[src/assert_macros.svh]
// Assertion macros shared by the projection RTL.
`ifndef ASSERT_MACROS_SVH
`define ASSERT_MACROS_SVH
`ifndef SYNTHESIS
// Check a clocked property, skipped while reset is high
`define ASSERT_CLK(lbl, clk, rst, prop) \
   lbl: assert property (@(posedge clk) disable iff (rst) prop) \
      else $error("assertion failed");
// Check that a condition never holds at a clock edge
`define ASSERT_NEVER(lbl, clk, rst, expr) \
   lbl: assert property (@(posedge clk) disable iff (rst) !(expr)) \
      else $error("forbidden condition seen");
`else
`define ASSERT_CLK(lbl, clk, rst, prop)
`define ASSERT_NEVER(lbl, clk, rst, expr)
`endif
`endif

[src/cvp_pkg.sv]
// Types, widths and register codes of the camera vertex projection.
package cvp_pkg;

   localparam int SCREEN_WIDTH_DEF  = 1024;
   localparam int SCREEN_HEIGHT_DEF = 768;

   localparam int COORD_W   = 32;                 // Q16.16 coordinate
   localparam int COORD_FRAC = 16;
   localparam int AXIS_W    = 48;                 // three packed axis components
   localparam int COMP_W    = 16;                 // Q2.14 component
   localparam int COMP_FRAC = 14;
   localparam int PROD_W    = 2 * COORD_W;        // w * camera position
   localparam int DIFF_W    = PROD_W - COORD_FRAC + 1;
   localparam int MUL_W     = DIFF_W + COMP_W;    // difference * component
   localparam int PART_W    = MUL_W - COMP_FRAC;  // floored partial product
   localparam int DOT_W     = PART_W + 2;         // sum of three partials
   localparam int K_W       = 14;                 // 3 * half screen, up to 12288
   localparam int NUM_W     = DOT_W + K_W - 1;    // scaled numerator magnitude
   localparam int DEN_W     = DOT_W + 1;          // twice the depth magnitude
   localparam int QUO_W     = 18;                 // quotient bits before clamping
   localparam int REM_W     = DEN_W + QUO_W;
   localparam int OFS_W     = QUO_W + 2;          // signed screen offset
   localparam int SCR_W     = 16;
   localparam int CSR_IDX_W = 3;

   typedef enum logic [CSR_IDX_W-1:0] {
      CSR_CAM_POS_X    = 3'd0,
      CSR_CAM_POS_Y    = 3'd1,
      CSR_CAM_POS_Z    = 3'd2,
      CSR_RIGHT_AXIS   = 3'd3,
      CSR_UP_AXIS      = 3'd4,
      CSR_FORWARD_AXIS = 3'd5
   } csr_index_type;

   typedef struct packed {
      logic signed [COORD_W-1:0] vertex_x;
      logic signed [COORD_W-1:0] vertex_y;
      logic signed [COORD_W-1:0] vertex_z;
      logic signed [COORD_W-1:0] vertex_w;
      logic                      last_in;
   } req_payload_type;

   typedef struct packed {
      logic signed [SCR_W-1:0] screen_x;
      logic signed [SCR_W-1:0] screen_y;
      logic                    visible;
      logic                    last_out;
   } rsp_payload_type;

   typedef struct packed {
      logic signed [COORD_W-1:0] cam_pos_x;
      logic signed [COORD_W-1:0] cam_pos_y;
      logic signed [COORD_W-1:0] cam_pos_z;
      logic [AXIS_W-1:0]         right_axis;
      logic [AXIS_W-1:0]         up_axis;
      logic [AXIS_W-1:0]         forward_axis;
   } csr_regs_type;

   typedef struct packed {
      logic signed [DOT_W-1:0]   vx;
      logic signed [DOT_W-1:0]   vy;
      logic signed [DOT_W-1:0]   vz;
      logic signed [COORD_W-1:0] w;
      logic                      last;
   } view_type;

   typedef struct packed {
      logic ovf_x;
      logic ovf_y;
      logic zero_x;
      logic zero_y;
      logic neg_x;
      logic neg_y;
      logic depth_ok;
      logic last;
   } flags_type;

   typedef struct packed {
      logic [NUM_W-1:0] num_x;
      logic [NUM_W-1:0] num_y;
      logic [DEN_W-1:0] den;
      flags_type        flags;
   } div_op_type;

   typedef struct packed {
      logic [QUO_W-1:0] quo_x;
      logic [QUO_W-1:0] quo_y;
      flags_type        flags;
   } div_res_type;

endpackage

[src/cvp_prep.sv]
// Divider operand preparation: magnitudes, signs, depth test, scaling, overflow.
module cvp_prep #(
   parameter int SCREEN_WIDTH  = cvp_pkg::SCREEN_WIDTH_DEF,
   parameter int SCREEN_HEIGHT = cvp_pkg::SCREEN_HEIGHT_DEF
) (
   input  logic                 clock,
   input  logic                 reset,
   input  logic                 advance,
   input  logic                 in_valid,
   input  cvp_pkg::view_type    in_data,
   output logic                 out_valid,
   output cvp_pkg::div_op_type  out_data
);

   localparam logic [cvp_pkg::K_W-1:0] K_X = cvp_pkg::K_W'(3 * (SCREEN_WIDTH / 2));
   localparam logic [cvp_pkg::K_W-1:0] K_Y = cvp_pkg::K_W'(3 * (SCREEN_HEIGHT / 2));

   logic [2:0] valid_ff;

   // stage A: magnitudes and flags
   logic [cvp_pkg::DOT_W-1:0]       ax_in, ay_in, ad_in;
   logic [cvp_pkg::DOT_W-1:0]       ax_ff, ay_ff, ad_ff;
   cvp_pkg::flags_type              fa_in, fa_ff;
   logic signed [cvp_pkg::DOT_W-1:0] w_ext;
   // stage B: scaled numerators and denominator
   logic [cvp_pkg::NUM_W-1:0]       nx_in, ny_in, nx_ff, ny_ff;
   logic [cvp_pkg::DEN_W-1:0]       den_in, den_ff;
   cvp_pkg::flags_type              fb_ff;
   // stage C: quotient range check
   cvp_pkg::div_op_type             out_in, out_ff;

   always_comb begin
      ax_in = in_data.vx[cvp_pkg::DOT_W-1] ? cvp_pkg::DOT_W'(-in_data.vx)
                                            : cvp_pkg::DOT_W'(in_data.vx);
      ay_in = in_data.vy[cvp_pkg::DOT_W-1] ? cvp_pkg::DOT_W'(-in_data.vy)
                                            : cvp_pkg::DOT_W'(in_data.vy);
      ad_in = in_data.vz[cvp_pkg::DOT_W-1] ? cvp_pkg::DOT_W'(-in_data.vz)
                                            : cvp_pkg::DOT_W'(in_data.vz);
      w_ext = cvp_pkg::DOT_W'(in_data.w);

      fa_in        = '0;
      fa_in.zero_x = (in_data.vx == '0);
      fa_in.zero_y = (in_data.vy == '0);
      // x divides by depth, y by negated depth
      fa_in.neg_x  = (in_data.vx < 0) != (in_data.vz < 0);
      fa_in.neg_y  = (in_data.vy < 0) != (in_data.vz > 0);
      fa_in.last   = in_data.last;
      // depth over weight above one, zero weight counts as infinite depth
      priority if (in_data.w > 0) begin
         fa_in.depth_ok = in_data.vz > w_ext;
      end else if (in_data.w < 0) begin
         fa_in.depth_ok = in_data.vz < w_ext;
      end else begin
         fa_in.depth_ok = in_data.vz > 0;
      end

      nx_in  = cvp_pkg::NUM_W'(ax_ff) * cvp_pkg::NUM_W'(K_X);
      ny_in  = cvp_pkg::NUM_W'(ay_ff) * cvp_pkg::NUM_W'(K_Y);
      den_in = {ad_ff, 1'b0};

      // flag quotients that do not fit, a zero denominator included
      out_in.num_x       = nx_ff;
      out_in.num_y       = ny_ff;
      out_in.den         = den_ff;
      out_in.flags       = fb_ff;
      out_in.flags.ovf_x = {{(cvp_pkg::REM_W-cvp_pkg::NUM_W){1'b0}}, nx_ff}
                           >= {den_ff, {cvp_pkg::QUO_W{1'b0}}};
      out_in.flags.ovf_y = {{(cvp_pkg::REM_W-cvp_pkg::NUM_W){1'b0}}, ny_ff}
                           >= {den_ff, {cvp_pkg::QUO_W{1'b0}}};
   end

   // advance the valid bits
   always_ff @(posedge clock) begin
      if (reset) begin
         valid_ff <= '0;
      end else if (advance) begin
         valid_ff <= {valid_ff[1:0], in_valid};
      end
   end

   // advance the payload
   always_ff @(posedge clock) begin
      if (advance) begin
         ax_ff  <= ax_in;
         ay_ff  <= ay_in;
         ad_ff  <= ad_in;
         fa_ff  <= fa_in;
         nx_ff  <= nx_in;
         ny_ff  <= ny_in;
         den_ff <= den_in;
         fb_ff  <= fa_ff;
         out_ff <= out_in;
      end
   end

   assign out_valid = valid_ff[2];
   assign out_data  = out_ff;

endmodule

[config.mk]
export PLATFORM = sky130hd
export DESIGN_NAME = cvp_prep
export DESIGN_NICKNAME = d
export VERILOG_FILES = /design/src/assert_macros.svh /design/src/cvp_pkg.sv /design/src/cvp_prep.sv
export SDC_FILE = /design/constraint.sdc
export NUM_CORES = 1
export LEC_CHECK = 0
export BUFFER_PORTS_ARGS = -buffer_cell sky130_fd_sc_hd__clkbuf_2
export CAP_MARGIN = 15
export CORE_MARGIN = 2
export CORE_UTILIZATION = 30
export CTS_CLUSTER_SIZE = 24
export DETAILED_ROUTE_END_ITERATION = 8
export PLACE_DENSITY = 0.5
export SLEW_MARGIN = 20
export SYNTH_ARGS = -nofsm -noshare
export SYNTH_HDL_FRONTEND = slang
export SYNTH_SLANG_ARGS = --single-unit
[constraint.sdc]
create_clock -name clock -period 14.6 [get_ports clock]
set_clock_uncertainty 0.15 [all_clocks]
set_input_delay 2.92 -clock clock [delete_from_list [all_inputs] [get_ports clock]]
set_output_delay 2.92 -clock clock [all_outputs]
set_load 0.03 [all_outputs]
==> flow_metrics.py <==
metrics = {
    "synth": {
        "synth-compound-area-share_pct": 12.9,
        "synthesis.area_sq_um": 27900,
        "syn_inst": 2229,
        "synth_top_family_by_area": "adder cells",
        "seq_area_frac_synth_pct": 54.9,
        "synthFlopType": "edfxtp_1",
        "syn_area_per_cell_sq_um": 12.5,
        "synth_edf_count": 509,
        "synthSimpleGateAreaFrac_pct": 7.95,
        "synth.distinct_cells": 62,
        "synthXorXnorAreaFrac_pct": 7.97,
        "ys_warn_count": 0,
        "synth-seq-cells": 512,
        "async_reset_ff_share_pct": 0,
        "muxShareOfSynthArea_pct": 0.108,
        "synth_adder_area_share_pct": 13.6,
    },
    "setup_path": {
        "cp_cell_sequence": "clkbuf_2 -> or4_4 -> or3_4 -> or4_4 -> or2_4 -> or3_4 -> or3_4 -> or3_4 -> or4_4 -> o41ai_4 -> xnor2_1",
        "cp-start-kind": "primary input",
        "crit_required_ns": 14.80,
        "crit_top_cell": "or3_4",
        "crit_fanout": 4,
        "path_buf_inv": 1,
        "slowest_stage": "or4_4",
        "crit_path_end_kind": "flip-flop",
        "arrival_ns": 6.63,
        "cp_slowest_stage_delay_ns": 0.54,
        "worst-setup-path-type": "in2reg",
        "crit_family": "simple AND/OR/NAND/NOR gates",
    },
    "placement": {
        "place_area_sq_um": 31200,
        "post-place-ws_ns": 7.58,
        "port_buffers": 369,
        "post-dp-hpwl_mm": 63.5,
        "gp_congestion": 0.851,
    },
    "outcome": {
        "status": "finished clean",
    },
    "clock_tree": {
        "clk_pin_slew_ns": 0.06,
        "post_cts_buffers": 0,
        "root_buffer": "clkbuf_16",
        "numCtsBuffers": 59,
        "clockBufferDepth": 3,
        "htreeDepth": 2,
        "worst_skew_pair.late_latency_ns": 0.62,
        "clock_sinks": 512,
        "cts_tree": "yes",
        "ctsHoldBuffers": 0,
        "cts_resized": 0,
    },
    "floorplanning": {
        "row_count": 111,
        "die-area_sq_um": 95500,
        "die_w_um": 309,
        "design.portCount": 391,
        "initial_core_util_pct": 30.4,
        "die_h_um": 309,
        "core-area_sq_um": 91900,
    },
    "global_route": {
        "grt.overflow.total": 0,
        "grt_pass1_vias": 19249,
        "antenna_found_initial": 16,
        "grt_max_degree": 181,
        "grt_usage_pct": 16.3,
        "grt_pass1_wl_mm": 116,
    },
    "pwr": {
        "vdd_drop_max_mv": 0.0896,
        "p_leak_nw": 13.5,
        "pwr_density_cell_nw_per_um2": 144,
    },
    "finish": {
        "synthToLayoutAreaGrowth_pct": 18.8,
        "final_cell_mix": "509 x edfxtp_1, 368 x clkbuf_2, 300 x ha_1",
        "final_common_cell": "edfxtp_1",
        "postLayoutCoreUtil_pct": 36.1,
        "postLayoutCellArea_sq_um": 33200,
        "nFillCells": 9048,
        "nNetsFinal": 3130,
        "drive_gt1_share_pct": 18.4,
    },
    "timing": {
        "fin_ws_ns": 8.17,
        "fmax_mhz": 156,
        "worst_pin_slew_ns": 1.08,
        "tns_ns": 0,
        "period_minus_slack_ns": 6.43,
        "slew_headroom_pct": 28.1,
        "slew_viol_final": 0,
        "fin_crit_sh_pct": 44.0,
        "hold_viol_final": 0,
        "setup_violations": 0,
        "rsz0062_at_grt": "no",
    },
    "routing": {
        "vias_per_cell": 4.82,
        "drt-total-wl_mm": 79.4,
        "drtIter0Drc": 1147,
        "dr.pass1.iters": 5,
        "drc": 0,
        "wl_per_cell_um": 20.2,
        "vias": 18943,
        "ant_nets": 0,
    },
    "hold_path": {
        "hp-class": "reg2reg",
    },
    "run": {
        "drv_cap": 0,
    },
}
## metrics by stage
stage / cells / hold WS [ns] / power (W)
global route: 3924 / 0.267 / 0.00504
floorplan: 2249 / 0.250 / 0.00284
detailed placement: 3814 / 0.255 / 0.00329
finish: 3927 / 0.263 / 0.00477
global placement: 3814 / 0.251 / 0.00328
CTS: 3922 / 0.253 / 0.00484
## worst register-to-register path: stages (launching register included)
cell and delay (ns):
edfxtp_1 0.46, ha_1 0.28, fa_1 0.45, a211oi_1 0.33, nor4_1 0.10, or2_2 0.34
o31ai_1 0.52, a211oi_1 0.26, o21ai_0 0.38, a21oi_1 0.17, o21ai_0 0.28, a21oi_1 0.21
or2_2 0.34, a21oi_1 0.17, xnor2_1 0.10
## sequential cells by signal (all words and copies together) (netlist names)
signal    cells
ay_ff        53
ny_ff        57
out_data    173
fb_ff         6
ax_ff        53
ad_ff        53
valid_ff      3
nx_ff        55
den_ff       53
fa_ff         6
## cells in the mapped netlist, drive strengths merged (2+ instances only)
master   instances  area, sq um
edfxtp         509        15300
o221ai           2         17.5
and4             2         17.5
or4             22          176
nor2b           22          138
o21ai          133          666
buf             24          169
and4b            2         20.0
o31a             5         43.8
o21bai          19          143
a41oi            3         26.3
mux2i            3         30.0
clkbuf          32          120
nor4            25          156
a2111oi          6         52.6
a21oi          155          776
and3            13         81.3
nor3            16         80.1
or2              7         46.3
a21o            97          728
a21boi           2         15.0
xor2            30          263
fa               2         40.0
ha             300         3750
o31ai           49          378
nand4           46          288
nand3           35          175
nand2b          24          150
o211ai          10         75.1
or3             26          188
a211oi          18          135
nand2          109          409
o2bb2ai          2         17.5
nor2            70          263
a31oi           14         87.6
xnor2          224         1960
inv            115          432
dfxtp            3         60.1
o311a            2         20.0
o41ai           20          194
o21a            18          135
## cells by family after synthesis
logic type,Yosys count
adder cells (fa/ha/maj),302
flip-flops,512
AND/OR/NAND/NOR,423
other,1
XOR/XNOR,254
buffers and inverters,171
AO/OA/AOI/OAI,563
multiplexers,3
## final timing paths
path,startpoint,endpoint,slack (ns),cells past startpoint
setup / recovery,in_data[157],ax_ff[47]$_DFFE_PP_,8.17,11
hold / removal,ad_ff[19]$_DFFE_PP_,den_ff[20]$_DFFE_PP_,0.26,0
setup reg to reg,ax_ff[1]$_DFFE_PP_,nx_ff[58]$_DFFE_PP_,9.80,14
hold reg to reg,ad_ff[19]$_DFFE_PP_,den_ff[20]$_DFFE_PP_,0.26,0
## where the power goes
part	internal, W	switching (W)	total, W
logic	0.000451	0.000724	0.00118
clock network	0.000893	0.000610	0.00150
registers	0.00193	0.000165	0.00209
total	0.00327	0.00150	0.00477
## cell type report
class	instances	area, sq um	share of cell area, %
Inverter	115	432	1.30
Antenna cell	5	12.5	0.0377
Timing Repair Buffer	378	1940	5.84
Sequential cell	512	15300	46.2
Multi-Input combinational cell	1566	11900	36.0
Clock buffer	70	1540	4.64
Clock inverter	38	432	1.30
Tap cell	1243	1560	4.69
## layer usage
| layer | GRT usage (%) | wire [um] | up-vias |
|---|---|---|---|
| met1 | 22.0 | 36200 | 9025 |
| met5 | 0 | 80 | - |
| met4 | 4.62 | 2050 | 14 |
| li1 | - | - | 9299 |
| met3 | 3.18 | 4690 | 121 |
| met2 | 26.6 | 36400 | 484 |
Power figures use the tool's default switching activity.
